==> src/sv/rttb_pkg.sv <==
// Shared types, codes and character helpers for the radix text to byte decoder.
`timescale 1ns / 1ps
`default_nettype none
package rttb_pkg;

  localparam int TOKEN_BUFFER = 256;
  localparam int TOK_LEN_W    = $clog2(TOKEN_BUFFER);
  localparam int ACC_W        = 10;

  // Radix modes.
  localparam logic [1:0] MODE_HEX = 2'd0;
  localparam logic [1:0] MODE_BIN = 2'd1;
  localparam logic [1:0] MODE_OCT = 2'd2;
  localparam logic [1:0] MODE_DEC = 2'd3;

  // Status codes.
  localparam logic [3:0] ST_OK       = 4'd0;
  localparam logic [3:0] ST_END      = 4'd1;
  localparam logic [3:0] ST_BADCHAR  = 4'd2;
  localparam logic [3:0] ST_RANGE    = 4'd3;
  localparam logic [3:0] ST_ODDHEX   = 4'd4;
  localparam logic [3:0] ST_PARTBIN  = 4'd5;
  localparam logic [3:0] ST_OCTGROUP = 4'd6;
  localparam logic [3:0] ST_LONGDEC  = 4'd7;
  localparam logic [3:0] ST_TOOLONG  = 4'd8;

  // Character codes.
  localparam logic [7:0] CH_SPACE = 8'h20;
  localparam logic [7:0] CH_TAB   = 8'h09;
  localparam logic [7:0] CH_CR    = 8'h0D;
  localparam logic [7:0] CH_COMMA = 8'h2C;
  localparam logic [7:0] CH_SEMI  = 8'h3B;
  localparam logic [7:0] CH_COLON = 8'h3A;
  localparam logic [7:0] CH_BAR   = 8'h7C;
  localparam logic [7:0] CH_ZERO  = 8'h30;
  localparam logic [7:0] CH_ONE   = 8'h31;
  localparam logic [7:0] CH_SEVEN = 8'h37;
  localparam logic [7:0] CH_NINE  = 8'h39;
  localparam logic [7:0] CH_LA    = 8'h61;
  localparam logic [7:0] CH_LF    = 8'h66;
  localparam logic [7:0] CH_UA    = 8'h41;
  localparam logic [7:0] CH_UF    = 8'h46;

  typedef struct packed {
    logic                 nibble_pending;
    logic [ACC_W-1:0]     acc;
    logic [2:0]           bit_count;
    logic [1:0]           group_cnt;
    logic [TOK_LEN_W-1:0] tok_count;
    logic                 error_latched;
  } dec_state_t;

  typedef struct packed {
    logic       byte_valid;
    logic [7:0] byte_value;
    logic [3:0] status;
  } res_t;

  function automatic logic is_separator(input logic [7:0] c);
    return c inside {CH_SPACE, [CH_TAB:CH_CR], CH_COMMA, CH_SEMI, CH_COLON, CH_BAR};
  endfunction

  // Returns {valid, nibble}.
  function automatic logic [4:0] nibble_of(input logic [7:0] c);
    logic [7:0] d;
    d = 8'd0;
    if (c inside {[CH_ZERO:CH_NINE]}) begin
      d = c - CH_ZERO;
      return {1'b1, d[3:0]};
    end else if (c inside {[CH_LA:CH_LF]}) begin
      d = c - CH_LA + 8'd10;
      return {1'b1, d[3:0]};
    end else if (c inside {[CH_UA:CH_UF]}) begin
      d = c - CH_UA + 8'd10;
      return {1'b1, d[3:0]};
    end
    return 5'd0;
  endfunction

endpackage
`default_nettype wire

==> src/sv/rttb_in_if.sv <==
// Input channel: one text character or end-of-stream mark per item.
`timescale 1ns / 1ps
`default_nettype none
interface rttb_in_if;
  logic       valid;
  logic       ready;
  logic [7:0] char_code;
  logic       end_of_stream;

  modport source (output valid, output char_code, output end_of_stream, input ready);
  modport sink (input valid, input char_code, input end_of_stream, output ready);
endinterface
`default_nettype wire

==> src/sv/rttb_out_if.sv <==
// Output channel: one decoded byte and status per item.
`timescale 1ns / 1ps
`default_nettype none
interface rttb_out_if;
  logic       valid;
  logic       ready;
  logic       byte_valid;
  logic [7:0] byte_value;
  logic [3:0] status;

  modport source (output valid, output byte_valid, output byte_value, output status,
                  input ready);
  modport sink (input valid, input byte_valid, input byte_value, input status,
                output ready);
endinterface
`default_nettype wire

==> src/sv/rttb_cfg_if.sv <==
// Configuration write channel carrying the radix mode register.
`timescale 1ns / 1ps
`default_nettype none
interface rttb_cfg_if;
  logic       valid;
  logic       ready;
  logic [1:0] radix_mode;

  modport source (output valid, output radix_mode, input ready);
  modport sink (input valid, input radix_mode, output ready);
endinterface
`default_nettype wire

==> src/sv/radix_text_to_byte_decoder_core.sv <==
// Top level: turns hex, binary, octal or decimal text back into bytes.
// Path: an item passes through the input register and then the result register.
// Throughput: one item per cycle while dout is not stalled, set by the input register and the result register.
// A stalled dout holds the input register once it is full and then backpressures din.
// Reset (rst, synchronous) selects hex mode and clears token state and the error latch.
// After an error the block drops all further items without result until reset.
`timescale 1ns / 1ps
`default_nettype none
module radix_text_to_byte_decoder_core (
  input wire logic   clk,
  input wire logic   rst,
  rttb_cfg_if.sink   cfg,
  rttb_in_if.sink    din,
  rttb_out_if.source dout
);
  import rttb_pkg::*;

  logic [1:0] radix_mode;
  dec_state_t state;
  dec_state_t state_next;
  dec_state_t state_cleared;
  logic       stage_valid;
  logic [7:0] stage_char;
  logic       stage_eos;
  logic       stage_fire;
  logic       out_free;
  logic       res_valid;
  res_t       res;
  logic       cfg_fire;
  res_t       out_data;

  // A mode write waits until the input register holds no item.
  assign cfg.ready  = !stage_valid;
  assign cfg_fire   = cfg.valid && cfg.ready;
  assign stage_fire = stage_valid && out_free;
  assign din.ready  = !stage_valid || stage_fire;

  always_ff @(posedge clk) begin
    if (rst) begin
      radix_mode <= MODE_HEX;
    end else if (cfg_fire) begin
      radix_mode <= cfg.radix_mode;
    end
  end

  // A mode write restarts the token but keeps a latched error.
  always_comb begin
    state_cleared               = '0;
    state_cleared.error_latched = state.error_latched;
  end

  always_ff @(posedge clk) begin
    if (rst) begin
      state <= '0;
    end else if (cfg_fire) begin
      state <= state_cleared;
    end else if (stage_fire) begin
      state <= state_next;
    end
  end

  always_ff @(posedge clk) begin
    if (rst) begin
      stage_valid <= 1'b0;
    end else if (din.ready) begin
      stage_valid <= din.valid;
    end
  end

  always_ff @(posedge clk) begin
    if (din.ready && din.valid) begin
      stage_char <= din.char_code;
      stage_eos  <= din.end_of_stream;
    end
  end

  rttb_step u_step (
    .mode          (radix_mode),
    .char_code     (stage_char),
    .end_of_stream (stage_eos),
    .cur           (state),
    .nxt           (state_next),
    .res_valid     (res_valid),
    .res           (res)
  );

  rttb_out_reg u_out (
    .clk       (clk),
    .rst       (rst),
    .load      (stage_fire && res_valid),
    .load_data (res),
    .take      (dout.ready),
    .free      (out_free),
    .valid     (dout.valid),
    .data      (out_data)
  );

  assign dout.byte_valid = out_data.byte_valid;
  assign dout.byte_value = out_data.byte_value;
  assign dout.status     = out_data.status;

  a_error_latches: assert property (@(posedge clk) disable iff (rst)
    (stage_fire && res_valid && res.status >= ST_BADCHAR) |=> state.error_latched)
    else $error("error result did not latch the error flag");

  a_error_sticky: assert property (@(posedge clk) disable iff (rst)
    state.error_latched |=> state.error_latched)
    else $error("error latch cleared without reset");

  a_silent_after_error: assert property (@(posedge clk) disable iff (rst)
    (stage_fire && state.error_latched) |-> !res_valid)
    else $error("result produced after an error was latched");

  a_byte_status: assert property (@(posedge clk) disable iff (rst)
    (dout.valid && dout.byte_valid) |-> (dout.status == ST_OK || dout.status == ST_END))
    else $error("decoded byte carries an error status");

  a_cfg_clears_token: assert property (@(posedge clk) disable iff (rst)
    cfg_fire |=> (state.tok_count == '0 && !state.nibble_pending && state.bit_count == 3'd0))
    else $error("mode write did not clear the token state");
endmodule
`default_nettype wire

==> src/sv/rttb_step.sv <==
// Per-character decode logic: next token state and the result of one item.
`timescale 1ns / 1ps
`default_nettype none
module rttb_step (
  input  wire logic [1:0]          mode,
  input  wire logic [7:0]          char_code,
  input  wire logic                end_of_stream,
  input  wire rttb_pkg::dec_state_t cur,
  output rttb_pkg::dec_state_t     nxt,
  output logic                     res_valid,
  output rttb_pkg::res_t           res
);
  import rttb_pkg::*;

  logic             tok_mode;
  logic             close_err;
  logic [3:0]       close_code;
  logic             close_have;
  logic [7:0]       close_byte;
  logic [4:0]       nib;
  logic [7:0]       digit;
  logic [ACC_W-1:0] oct_acc;
  logic [13:0]      dec_wide;
  logic [ACC_W-1:0] bin_acc;
  logic             fail;
  logic [3:0]       fail_code;

  assign tok_mode = (mode == MODE_OCT) || (mode == MODE_DEC);
  assign nib      = nibble_of(char_code);
  assign digit    = char_code - CH_ZERO;
  assign bin_acc  = {cur.acc[ACC_W-2:0], digit[0]};
  assign oct_acc  = {cur.acc[ACC_W-4:0], digit[2:0]};
  assign dec_wide = {1'b0, cur.acc, 3'b000} + {3'b000, cur.acc, 1'b0} + {10'd0, digit[3:0]};

  // Outcome of closing an octal or decimal token.
  always_comb begin
    close_err  = 1'b0;
    close_code = ST_OK;
    close_have = 1'b0;
    close_byte = 8'd0;
    if (tok_mode && cur.tok_count != '0) begin
      if (mode == MODE_OCT) begin
        if (cur.group_cnt != 2'd0) begin
          if (cur.tok_count < TOK_LEN_W'(3)) begin
            close_have = 1'b1;
            close_byte = cur.acc[7:0];
          end else begin
            close_err  = 1'b1;
            close_code = ST_OCTGROUP;
          end
        end
      end else if (cur.acc > ACC_W'(255)) begin
        close_err  = 1'b1;
        close_code = ST_RANGE;
      end else begin
        close_have = 1'b1;
        close_byte = cur.acc[7:0];
      end
    end
  end

  always_comb begin
    nxt       = cur;
    res_valid = 1'b0;
    res       = '0;
    fail      = 1'b0;
    fail_code = ST_OK;
    if (!cur.error_latched) begin
      if (end_of_stream) begin
        case (mode)
          MODE_HEX: begin
            fail      = cur.nibble_pending;
            fail_code = ST_ODDHEX;
          end
          MODE_BIN: begin
            fail      = (cur.bit_count != 3'd0);
            fail_code = ST_PARTBIN;
          end
          default: begin
            fail      = close_err;
            fail_code = close_code;
          end
        endcase
        if (!fail) begin
          nxt                = '0;
          res_valid          = 1'b1;
          res.byte_valid     = close_have;
          res.byte_value     = close_byte;
          res.status         = ST_END;
        end
      end else if (is_separator(char_code)) begin
        if (tok_mode) begin
          fail      = close_err;
          fail_code = close_code;
          nxt.acc       = '0;
          nxt.group_cnt = 2'd0;
          nxt.tok_count = '0;
          if (!close_err && close_have) begin
            res_valid      = 1'b1;
            res.byte_valid = 1'b1;
            res.byte_value = close_byte;
            res.status     = ST_OK;
          end
        end
      end else begin
        case (mode)
          MODE_HEX: begin
            if (!nib[4]) begin
              fail      = 1'b1;
              fail_code = ST_BADCHAR;
            end else if (!cur.nibble_pending) begin
              nxt.acc            = ACC_W'(nib[3:0]);
              nxt.nibble_pending = 1'b1;
            end else begin
              nxt.acc            = '0;
              nxt.nibble_pending = 1'b0;
              res_valid          = 1'b1;
              res.byte_valid     = 1'b1;
              res.byte_value     = {cur.acc[3:0], nib[3:0]};
            end
          end
          MODE_BIN: begin
            if (char_code != CH_ZERO && char_code != CH_ONE) begin
              fail      = 1'b1;
              fail_code = ST_BADCHAR;
            end else if (cur.bit_count == 3'd7) begin
              nxt.acc        = '0;
              nxt.bit_count  = 3'd0;
              res_valid      = 1'b1;
              res.byte_valid = 1'b1;
              res.byte_value = bin_acc[7:0];
            end else begin
              nxt.acc       = bin_acc;
              nxt.bit_count = cur.bit_count + 3'd1;
            end
          end
          MODE_OCT: begin
            if (cur.tok_count >= TOK_LEN_W'(TOKEN_BUFFER - 1)) begin
              fail      = 1'b1;
              fail_code = ST_TOOLONG;
            end else if (!(char_code inside {[CH_ZERO:CH_SEVEN]})) begin
              fail      = 1'b1;
              fail_code = ST_BADCHAR;
            end else begin
              nxt.tok_count = cur.tok_count + TOK_LEN_W'(1);
              if (cur.group_cnt == 2'd2) begin
                // Every third digit completes a group that leaves at once.
                nxt.acc       = '0;
                nxt.group_cnt = 2'd0;
                if (oct_acc > ACC_W'(255)) begin
                  fail      = 1'b1;
                  fail_code = ST_RANGE;
                end else begin
                  res_valid      = 1'b1;
                  res.byte_valid = 1'b1;
                  res.byte_value = oct_acc[7:0];
                end
              end else begin
                nxt.acc       = oct_acc;
                nxt.group_cnt = cur.group_cnt + 2'd1;
              end
            end
          end
          default: begin
            if (cur.tok_count >= TOK_LEN_W'(TOKEN_BUFFER - 1)) begin
              fail      = 1'b1;
              fail_code = ST_TOOLONG;
            end else if (!(char_code inside {[CH_ZERO:CH_NINE]})) begin
              fail      = 1'b1;
              fail_code = ST_BADCHAR;
            end else if (cur.tok_count >= TOK_LEN_W'(3)) begin
              fail      = 1'b1;
              fail_code = ST_LONGDEC;
            end else begin
              nxt.tok_count = cur.tok_count + TOK_LEN_W'(1);
              nxt.acc       = dec_wide[ACC_W-1:0];
            end
          end
        endcase
      end
      if (fail) begin
        nxt.error_latched = 1'b1;
        res_valid         = 1'b1;
        res.byte_valid    = 1'b0;
        res.byte_value    = 8'd0;
        res.status        = fail_code;
      end
    end
  end
endmodule
`default_nettype wire

==> src/sv/rttb_out_reg.sv <==
// Result register that holds one finished item until the sink takes it.
`timescale 1ns / 1ps
`default_nettype none
module rttb_out_reg (
  input  wire logic           clk,
  input  wire logic           rst,
  input  wire logic           load,
  input  wire rttb_pkg::res_t load_data,
  input  wire logic           take,
  output logic                free,
  output logic                valid,
  output rttb_pkg::res_t      data
);
  import rttb_pkg::*;

  assign free = !valid || take;

  always_ff @(posedge clk) begin
    if (rst) begin
      valid <= 1'b0;
    end else if (free) begin
      valid <= load;
    end
  end

  always_ff @(posedge clk) begin
    if (free && load) begin
      data <= load_data;
    end
  end
endmodule
`default_nettype wire
==> src/flat_wrapper.sv <==
// flat-port wrapper written by rule: the top's interface ports become plain ports
module radix_text_to_byte_decoder_core_flat import rttb_pkg::*;
  (clk, rst, cfg_valid, cfg_radix_mode, cfg_ready, din_valid, din_char_code, din_end_of_stream, din_ready, dout_valid, dout_byte_valid, dout_byte_value, dout_status, dout_ready);
  rttb_cfg_if cfg_i ();
  rttb_in_if din_i ();
  rttb_out_if dout_i ();
  input wire logic clk;
  input wire logic rst;
  input wire logic [$bits(cfg_i.valid)-1:0] cfg_valid;
  input wire logic [$bits(cfg_i.radix_mode)-1:0] cfg_radix_mode;
  output wire logic [$bits(cfg_i.ready)-1:0] cfg_ready;
  input wire logic [$bits(din_i.valid)-1:0] din_valid;
  input wire logic [$bits(din_i.char_code)-1:0] din_char_code;
  input wire logic [$bits(din_i.end_of_stream)-1:0] din_end_of_stream;
  output wire logic [$bits(din_i.ready)-1:0] din_ready;
  output wire logic [$bits(dout_i.valid)-1:0] dout_valid;
  output wire logic [$bits(dout_i.byte_valid)-1:0] dout_byte_valid;
  output wire logic [$bits(dout_i.byte_value)-1:0] dout_byte_value;
  output wire logic [$bits(dout_i.status)-1:0] dout_status;
  input wire logic [$bits(dout_i.ready)-1:0] dout_ready;
  assign cfg_i.valid = cfg_valid;
  assign cfg_i.radix_mode = cfg_radix_mode;
  assign cfg_ready = cfg_i.ready;
  assign din_i.valid = din_valid;
  assign din_i.char_code = din_char_code;
  assign din_i.end_of_stream = din_end_of_stream;
  assign din_ready = din_i.ready;
  assign dout_valid = dout_i.valid;
  assign dout_byte_valid = dout_i.byte_valid;
  assign dout_byte_value = dout_i.byte_value;
  assign dout_status = dout_i.status;
  assign dout_i.ready = dout_ready;
  radix_text_to_byte_decoder_core u_core (.clk(clk), .rst(rst), .cfg(cfg_i), .din(din_i), .dout(dout_i));
endmodule
==> config.mk <==
export PLATFORM = sky130hd
export DESIGN_NAME = radix_text_to_byte_decoder_core_flat
export DESIGN_NICKNAME = d
export VERILOG_FILES = /design/src/sv/rttb_pkg.sv /design/src/sv/rttb_in_if.sv /design/src/sv/rttb_out_if.sv /design/src/sv/rttb_cfg_if.sv /design/src/sv/radix_text_to_byte_decoder_core.sv /design/src/sv/rttb_step.sv /design/src/sv/rttb_out_reg.sv /design/src/flat_wrapper.sv
export SDC_FILE = /design/constraint.sdc
export NUM_CORES = 1
export LEC_CHECK = 0
export ABC_CLOCK_PERIOD_IN_PS = 4250
export BUFFER_PORTS_ARGS = -buffer_cell sky130_fd_sc_hd__clkbuf_2
export CAP_MARGIN = 10
export CORE_UTILIZATION = 35
export DETAILED_ROUTE_END_ITERATION = 7
export SETUP_SLACK_MARGIN = 0.1
export SLEW_MARGIN = 20
export SYNTH_ARGS = -nofsm -noshare
export SYNTH_HDL_FRONTEND = slang
export SYNTH_SLANG_ARGS = --single-unit
==> constraint.sdc <==
create_clock -name clk -period 4.25 [get_ports clk]
set_input_delay 0.2125 -clock clk [delete_from_list [all_inputs] [get_ports clk]]
set_output_delay 0.2125 -clock clk [all_outputs]
set_load 0.005 [all_outputs]
== Word level (Yosys, flattened, before mapping) ==
Cells that the tools add are included.
Cells by class
  bitwise gates (word level): 2
  add/subtract/negate cells: 10
  mux-type cells: 121
  order comparisons: 14
  reductions and logical operators: 40
  eq/ne operators: 25
Operators by type and width (number)
  10-bit two-way mux: 11
  9-bit two-way mux: 9
  13-bit two-way mux: 6
  8-bit two-way mux: 8
  1-bit two-way mux: 48
  4-bit two-way mux: 10
  8-bit by 6-bit equality test with 1-bit output, second input constant: 4
  10-bit case mux with 3 select lines: 1
  9-bit case mux with 3 select lines: 1
  25-bit two-way mux: 1
  24-bit two-way mux: 1
  11-bit two-way mux: 2
  10-bit by 8-bit > comparator with 1-bit output, second input constant: 2
  5-bit two-way mux: 4
  8-bit by 7-bit >= comparator with 1-bit output, second input constant: 2
  8-bit by 6-bit <= comparator with 1-bit output, second input constant: 2
  8-bit by 7-bit <= comparator with 1-bit output, second input constant: 2
  2-bit two-way mux: 8
  4-bit by 3-bit != test with 1-bit output, second input constant: 4
  8-bit by 6-bit != test with 1-bit output, second input constant: 2
  8-bit case mux with 2 select lines: 1
  3-bit two-way mux: 5
  1-bit logical AND: 13
  4-bit case mux with 3 select lines: 1
  other kinds (42): 64
Storage, ports and cells
  bits of input ports: 16
  bits in registers: 51
  output and inout bits: 16
  word-level logic and storage cells: 226

== Depth between registers and ports, before layout ==
Gate-level depths: netlist (run 1).
  word-level depth: 15
  gate-level depth with buffers: 11
  depth with buffers taken out: 11

== By module ==
Synthesis (run 1) repeated with hierarchy kept, for this count alone.
Unflattened totals
  cells, all modules: 517
  area total of the unflattened synthesis: 4415.5 sq um
By module, submodules not included
  rttb_step: cells an instance 360, times used 1, seq. area each 0.0 sq um, area each 2446.1 sq um
  radix_text_to_byte_decoder_core: cells an instance 139, times used 1, seq. area each 830.8 sq um, area each 1524.0 sq um
  rttb_out_reg: cells an instance 18, times used 1, seq. area each 410.4 sq um, area each 445.4 sq um

== Worst setup path before layout (run 1) ==
Ideal clock, no wire load.
  path type: flip-flop to flip-flop
  start point: reg u_core.stage_char[0]
  end point: reg u_core.u_out.data[0] in the netlist's numbering, enable pin
  slack: 1.454 ns
  data arrival time: 2.457 ns
  required time: 3.911 ns
  buffers on the path: 0
  library setup time: 0.339 ns
  stages on the path, launching flop included: 10
  clock period less this slack: 2.796 ns
  cells stage by stage: edfxtp_1 > inv_2 > ha_1 > o21ba_1 > o21a_1 > a31o_2 > nor2b_4 > or3_1 > o31ai_2 > nand2_1
Between the ends
  word-level cells in the longest chain between the ends: 15
  elaborated cells between the ends (all ways): 56
  classes of those cells: 1 x add/sub; 10 x order compare; 7 x eq/ne; 29 x mux; 9 x reduce/logical
Ends and longest elaborated chain
  start: declaration: line radix_text_to_byte_decoder_core.sv:23  | logic [7:0] stage_char;
  start signal: assignment: line radix_text_to_byte_decoder_core.sv:72  | stage_char <= din.char_code;
  parallel branches: the longest is 11 deep, another holds 10-bit by 8-bit > comparator with 1-bit output
  1-bit two-way mux (*): line rttb_step.sv:181  | if (fail) begin
  1-bit two-way mux (*): line rttb_step.sv:68  | if (!cur.error_latched) begin
  1-bit logical AND (*): line radix_text_to_byte_decoder_core.sv:90  | .load (stage_fire && res_valid),
  1-bit logical AND (*): line rttb_out_reg.sv:27  | if (free && load) begin
  end signal: assignment: line rttb_out_reg.sv:28  | data <= load_data;
  end: declaration: line rttb_out_reg.sv:12  | output rttb_pkg::res_t data
Every way passes the cells marked *. The select of a mux whose other input is x is not followed.
A chain may end at the register's enable or synchronous reset.

== Final worst setup path (run 1) ==
  start point: reg u_core.stage_char[1]
  end point: reg u_core.u_out.data[11] in the netlist's numbering, enable pin
The elaborated chain is that of the path after synthesis.

==> results.ini, run 1 <==
[status]
status=finished clean

[global_route]
overflow=0
grt_start_max_net_pins=22
grt_pass1_wl_um=17000
grt_usage_pct=18.7
antenna_found_initial=0
grt_pass1_vias=3387

[power_and_ir_drop]
p_per_area_nw_per_um2=234
leakagePower_uw=0.00159
ir_worst_vdd_uv=153

[logic_synthesis]
synth_cell_type_count=79
syn_avg_cell_area_um2=8.62
synth_warnings=0
synth_edf_count=22
synth_seq_area_share_pct=32.1
synth.net_count=489
postSynth.asyncResetShare_pct=0
ys_seq_elements=51
synth_cells=448
netlist_area_um2=3860
yosys_most_used_dff=dfxtp_1

[worst_setup_path]
critPathBufInv=1
cp_cell_sequence=inv_1 -> ha_1 -> o21ba_1 -> o21a_1 -> a31o_2 -> nor2b_4 -> or3_1 -> o31ai_2 -> nand2_1
worst_setup_path_start_kind=flop
slowest_stage=edfxtp_1
r2r_start=u_core.stage_char[1]
cp_max_fo=13
crit_required_ns=4.21
worst_ep_arrival_time_ns=3.17
critPathTopFamily=compound AO/OA/AOI/OAI gates
cpPeakStageDelay_ns=0.50
critPathCaptureType=flop
path_class=reg2reg
critPathLaunch=u_core.stage_char[1]

[drt]
viasPerCell=5.79
totalWireLength_um=10300
wire_per_inst_um=16.8
postRouteAntennaNets=0
drcViolationCount=0
vias=3545
drtIter0Drc=354
dr.pass1.iters=6

[clocking]
cts_sinks=51
cts.reportedPaths.clkPinSlew_ns=0.09
h-tree-depth=2
ctsRootBufferMaster=clkbuf_8
cts-resized-gates=0
cts_tree=yes
clock_latency_ns=0.31
postCtsSetupRepairBufs=0
clockBufferDepth=2
cts_buffers=5
ctsHoldBuffers=0

[floorplanning]
core-area_um2=10500
io_pins=32
rows=37
fp.dieW_um=107
initial_core_util_pct=36.8
fp.dieH_um=107
die-area_um2=11500

[timing]
skew_ns=0.00958
setup_violations=0
tightest_slew_ns=0.912
timing.final.crit_share_pct=75.6
finalCriticalPeriod_ns=3.21
rsz0062_at_grt=no
final_max_slew_viol_count=0
fmax_mhz=311
hold_viol=0
fin_setup_tns_ns=0
relSlewSlack_pct=39.2

[job]
cap_violations=0

[placed_design]
dpl.cell_count=604
portBuffers=31
gp_congestion=0.898
hpwl_um=7740

[cells_and_area]
nets=516
final_cell_mix=nand2_1, nor2_1, clkbuf_2
num_antenna_cells=0
instances_no_fill=612
drive_above_1_share_pct=13.9
areaGrowthSynthToFinish_pct=9.07
final_common_cell=nand2_1

[min_path]
hold_path_class=in2reg
min_from=din_char_code[3]

==> flip-flops by register name (all words and copies together) (netlist names) <==
signal and flops:
u_core.radix_mode 2, u_core.stage_char 8, u_core.stage_eos 1, u_core.stage_valid 1, u_core.state 25, u_core.u_out.data 13
u_core.u_out.valid 1
==> through the flow <==
step	instance area, µm²	setup WS (ns)	hold slack [ns]	power [µW]	utilization [%]
after floorplan	3860	1.45	0.282	668	-
after global placement	4130	1.21	0.391	718	39.3
after detailed placement	4130	1.07	0.391	719	39.3
after CTS	4210	1.06	0.0563	995	40.1
after global routing	4210	0.763	0.0437	1030	40.1
final	4210	1.04	0.0699	985	40.1
==> cell usage after synthesis (4+ instances only) <==
library cell	n	share of area [%]
o21ai_1	6	0.78
mux2i_1	16	4.1
clkbuf_1	8	0.78
xnor2_1	7	1.6
o21ai_0	23	3.0
dfxtp_1	29	15
nor2_1	47	4.6
nand2b_1	8	1.3
nand3_1	11	1.4
a21oi_1	27	3.5
a21o_1	4	0.78
inv_1	18	1.7
a22oi_1	8	1.6
or3_1	4	0.65
a31oi_1	6	0.97
nand4_1	6	0.97
edfxtp_1	22	17
nand2_1	51	5.0
or2_2	4	0.65
ha_1	23	7.5
nor3_1	11	1.4
nor2b_1	7	1.1
o31ai_1	7	1.4
and2_1	6	0.97
==> final timing paths <==
kind,endpoint,cells past startpoint,slack (ns)
setup reg to reg,u_core.u_out.data[11],9,1.04
hold reg to reg,u_core.state[12],2,0.48
setup / recovery,u_core.u_out.data[11],9,1.04
hold / removal,u_core.stage_char[3],1,0.07
==> cell type report <==
class,instances,area [µm²]
fill,1050,6300
multi-input combinational,363,2470
sequential,51,1240
timing repair buffer,34,178
tap,136,170
clock buffer,7,76.3
inverter,20,75.1
clock inverter,1,5.00
==> metal layers <==
metal  vias up  share of wire, %  global-route usage, %  wire (µm)
met1      1684                47                   25.7       4870
met2       122                46                   30.5       4690
met3        11               6.0                   3.40        616
met5         -                 0                      0          0
li1       1728                 -                      -          -
met4         0               1.2                   4.11        124
==> logic make-up (layout without fill, tap and decap cells) <==
kind of cell / after synthesis / after routing / synth area share (%)
buffers and inverters: 34 / 62 / 3.98
DFF: 51 / 51 / 32.1
adders and majority gates: 25 / 25 / 8.49
muxes: 16 / 16 / 4.15
and+or+nand+nor: 183 / 183 / 24.7
AOI/OAI and AO/OA: 132 / 132 / 25.0
xor gates and xnor gates: 7 / 7 / 1.59
==> report_power, final <==
group          leakage [µW]  switching [µW]  total, µW  internal [µW]
Combinational       0.00110            95.3        153           58.2
Sequential         0.000447            23.7        556            533
Clock             0.0000422             159        275            116
Total               0.00159             278        985            707
Power figures use the tool's default switching activity.
==> inputs of run 2 (changes only) <==
--- a/config.mk
+++ b/config.mk
@@ -5,7 +5,8 @@
 export SDC_FILE = /design/constraint.sdc
 export NUM_CORES = 1
 export LEC_CHECK = 0
-export ABC_CLOCK_PERIOD_IN_PS = 4250
+export ABC_AREA = 1
+export ABC_CLOCK_PERIOD_IN_PS = 2830
 export BUFFER_PORTS_ARGS = -buffer_cell sky130_fd_sc_hd__clkbuf_2
 export CAP_MARGIN = 10
 export CORE_UTILIZATION = 35
==> constraint.sdc (replaced) <==
create_clock -name clk -period 2.83 [get_ports clk]
set_input_delay 0.1415 -clock clk [delete_from_list [all_inputs] [get_ports clk]]
set_output_delay 0.1415 -clock clk [all_outputs]
set_load 0.005 [all_outputs]
==> run 2 against run 1 <==
Net effect: non-clock buffer count increased by 11; wire length grew 4.5%; register-to-register slack lost 0.76 ns; sequential power increased by 51%; clock skew down 0.0032 ns; largest power group unchanged; highest routed layer unchanged.
==> results.ini, run 2 <==
[global_route]
grt_usage_pct=17.9  ; was 18.7%
grt_start_max_net_pins=20  ; was 22
grt_pass1_wl_um=18100  ; was 17000 µm
overflow=0  ; unchanged
antenna_found_initial=0  ; unchanged
grt_pass1_vias=3729  ; was 3387

[clocking]
ctsRootBufferMaster=clkbuf_16  ; was clkbuf_8
clock_latency_ns=0.29  ; was 0.31 ns
cts_buffers=5  ; unchanged
cts_sinks=51  ; unchanged
cts_tree=yes  ; unchanged
cts.reportedPaths.clkPinSlew_ns=0.07  ; was 0.09 ns
clockBufferDepth=2  ; unchanged
ctsHoldBuffers=0  ; unchanged
h-tree-depth=2  ; unchanged

[floorplanning]
fp.dieH_um=111  ; was 107 µm
fp.dieW_um=111  ; was 107 µm
io_pins=32  ; unchanged
rows=39  ; was 37
die-area_um2=12300  ; was 11500 µm²
initial_core_util_pct=36.1  ; was 36.8%
core-area_um2=11500  ; was 10500 µm²

[logic_synthesis]
synthMuxAreaShare_pct=0  ; was 4.15%
yosys_most_used_dff=dfxtp_1  ; unchanged
ys_seq_elements=51  ; unchanged
synthTopCellsByArea=edfxtp_1, nand2_1, dfxtp_1  ; was edfxtp_1, dfxtp_1, ha_1
postSynth.asyncResetShare_pct=0  ; unchanged
synth-simple-area-share_pct=40.7  ; was 24.7%
synthAdderAreaFrac_pct=7.91  ; was 8.49%
syn_avg_cell_area_um2=6.96  ; was 8.62 µm²
synth_cell_type_count=45  ; was 79
synth.net_count=636  ; was 489
synth_compound_area_share_pct=10.2  ; was 25.0%
synth_top_family_by_area=simple AND/OR/NAND/NOR gates  ; was compound AO/OA/AOI/OAI gates
yosysMostFrequentCell=nand2_1  ; unchanged
synth_edf_count=22  ; unchanged
synth_top_area_share_pct=15.9  ; was 17.1%
synth_cells=595  ; was 448
synth_seq_area_share_pct=30.0  ; was 32.1%
synth_warnings=0  ; unchanged
synth_top_cell_by_area=edfxtp_1  ; unchanged
netlist_area_um2=4140  ; was 3860 µm²
synth-xor-area-share_pct=2.75  ; was 1.59%
synthTopCellsByCount=nand2_1, nor2_1, inv_1, nand3_1, dfxtp_1  ; was nand2_1, nor2_1, dfxtp_1, a21oi_1

[cells_and_area]
final_cell_mix=nand2_1, nor2_1, inv_1  ; was nand2_1, nor2_1, clkbuf_2
largest_register_ffs=25  ; unchanged
largest-register=u_core.state  ; unchanged
areaGrowthSynthToFinish_pct=13.5  ; was 9.07%
final_area_um2=4700  ; was 4210 µm²
nets=681  ; was 516
reg_top3=u_core.state x25, u_core.u_out.data x13, u_core.stage_char x8  ; unchanged
drive_above_1_share_pct=17.9  ; was 13.9%
final_common_cell=nand2_1  ; unchanged
num_antenna_cells=0  ; unchanged

[timing]
rsz0062_at_grt=no  ; unchanged
tightest_slew_ns=0.567  ; was 0.912 ns
final_max_slew_viol_count=0  ; unchanged
hold_viol=0  ; unchanged
timing.final.crit_share_pct=90.1  ; was 75.6%
finalCriticalPeriod_ns=2.55  ; was 3.21 ns
relSlewSlack_pct=62.2  ; was 39.2%
fin_setup_tns_ns=0  ; unchanged
skew_ns=0.00635  ; was 0.00958 ns
fmax_mhz=392  ; was 311 MHz
setup_violations=0  ; unchanged

[job]
cap_violations=0  ; unchanged

[power_and_ir_drop]
ir_worst_vdd_uv=217  ; was 153 µV
leakagePower_uw=0.00205  ; was 0.00159 µW
p_per_area_nw_per_um2=408  ; was 234 nW/µm²
total_power_uw=1920  ; was 985 µW

[worst_setup_path]
crit_required_ns=2.85  ; was 4.21 ns
cp_max_fo=7  ; was 13
critPathCaptureType=flop  ; unchanged
worst_setup_path_start_kind=flop  ; unchanged
reg2reg_depth=14  ; was 9
worst_ep_arrival_time_ns=2.57  ; was 3.17 ns
path_class=reg2reg  ; unchanged

[drt]
postRouteAntennaNets=0  ; unchanged
viasPerCell=5.13  ; was 5.79
vias=4021  ; was 3545
totalWireLength_um=10800  ; was 10300 µm
drtIter0Drc=362  ; was 354
wire_per_inst_um=13.7  ; was 16.8 µm
drcViolationCount=0  ; unchanged
dr.pass1.iters=6  ; unchanged

[status]
status=finished clean  ; unchanged

[min_path]
hold_depth=1  ; unchanged
hold_path_class=in2reg  ; unchanged

[placed_design]
portBuffers=31  ; unchanged
gp_congestion=0.935  ; was 0.898
placed_area_um2=4490  ; was 4130 µm²
hpwl_um=8400  ; was 7740 µm

[run 2: changes by cell type after synthesis, moves of 7 or more]
cell | before | now
nand4_1 | 6 | 15
xor2_1 | 0 | 10
nor2_2 | 2 | 19
nand3_2 | 0 | 9
nor2b_1 | 7 | 0
mux2i_1 | 16 | 0
nand2b_1 | 8 | 0
inv_1 | 18 | 63
o21ai_0 | 23 | 10
nand2_1 | 51 | 156
nand3_1 | 11 | 48
nor2_1 | 47 | 82
o31ai_1 | 7 | 0
[run 2: cell type report]
type                            count  area [µm²]
Tap cell                          143         179
Sequential cell                    51        1240
Timing Repair Buffer               45         260
Multi-Input combinational cell    462        2560
Fill cell                        1169        6770
Clock buffer                        5         125
Inverter                           74         294
Timing Repair inverter              1        7.51
Clock inverter                      3        38.8
[run 2: path summary, 6_finish.rpt]
check / start / to / slack, ns
setup reg to reg: u_core.stage_char[1] / u_core.u_out.data[1] / 0.28
hold / removal: din_char_code[5] / u_core.stage_char[5] / 0.02
hold reg to reg: u_core.state[23] / u_core.state[23] / 0.48
setup / recovery: u_core.stage_char[1] / u_core.u_out.data[1] / 0.28
[run 2: what timing repair did]
action / 4_1_cts / 5_1_grt
setup buffers: 0 / 4
setup endpoints to repair: 13 / 17
resized for setup: 1 / 4
cloned: 0 / 1
pin swaps: 0 / 1
[run 2: kinds of logic (layout without fill, tap and decap cells)]
family | count (synthesis) | in the layout
AOI/OAI and AO/OA | 68 | 68
xor gates and xnor gates | 13 | 13
adders and majority gates | 25 | 25
buffers and inverters | 82 | 128
DFF | 51 | 51
and+or+nand+nor | 356 | 356
[run 2: routing by layer]
layer | GRT usage, % | share of wire, % | up-vias
met2 | 28.0 | 43 | 164
li1 | - | - | 2046
met5 | 0 | 0 | -
met1 | 25.3 | 47 | 1793
met3 | 2.84 | 7.9 | 18
met4 | 5.07 | 2.0 | 0
[run 2: per-stage QoR]
step | instances | hold WS, ns | utilization, % | worst slack, ns
floorplan | 595 | 0.211 | - | 0.508
global placement | 771 | 0.320 | 39.2 | 0.215
detailed placement | 771 | 0.321 | 39.2 | 0.116
CTS | 779 | 0.0231 | 40.6 | 0.181
global route | 784 | 0.0211 | 41.0 | 0.0730
finish | 784 | 0.0219 | 41.0 | 0.280
[run 2: worst max-delay path, stage by stage, from the launching register on]
cell and delay (ns):
edfxtp_1 0.49, inv_1 0.13, ha_1 0.22, nor2_1 0.16, nor2_1 0.08, o21ai_2 0.24, nand2_1 0.10, nand3_1 0.19
nand2_1 0.08, nand2_1 0.06, nand2_1 0.04, nand2_1 0.07, nand2_1 0.07, nand2_2 0.14, clkinvlp_4 0.19
[run 2: where the power goes]
group	internal (µW)	switching, µW
registers	803	38.1
logic	131	267
clock network	413	267
total	1350	572
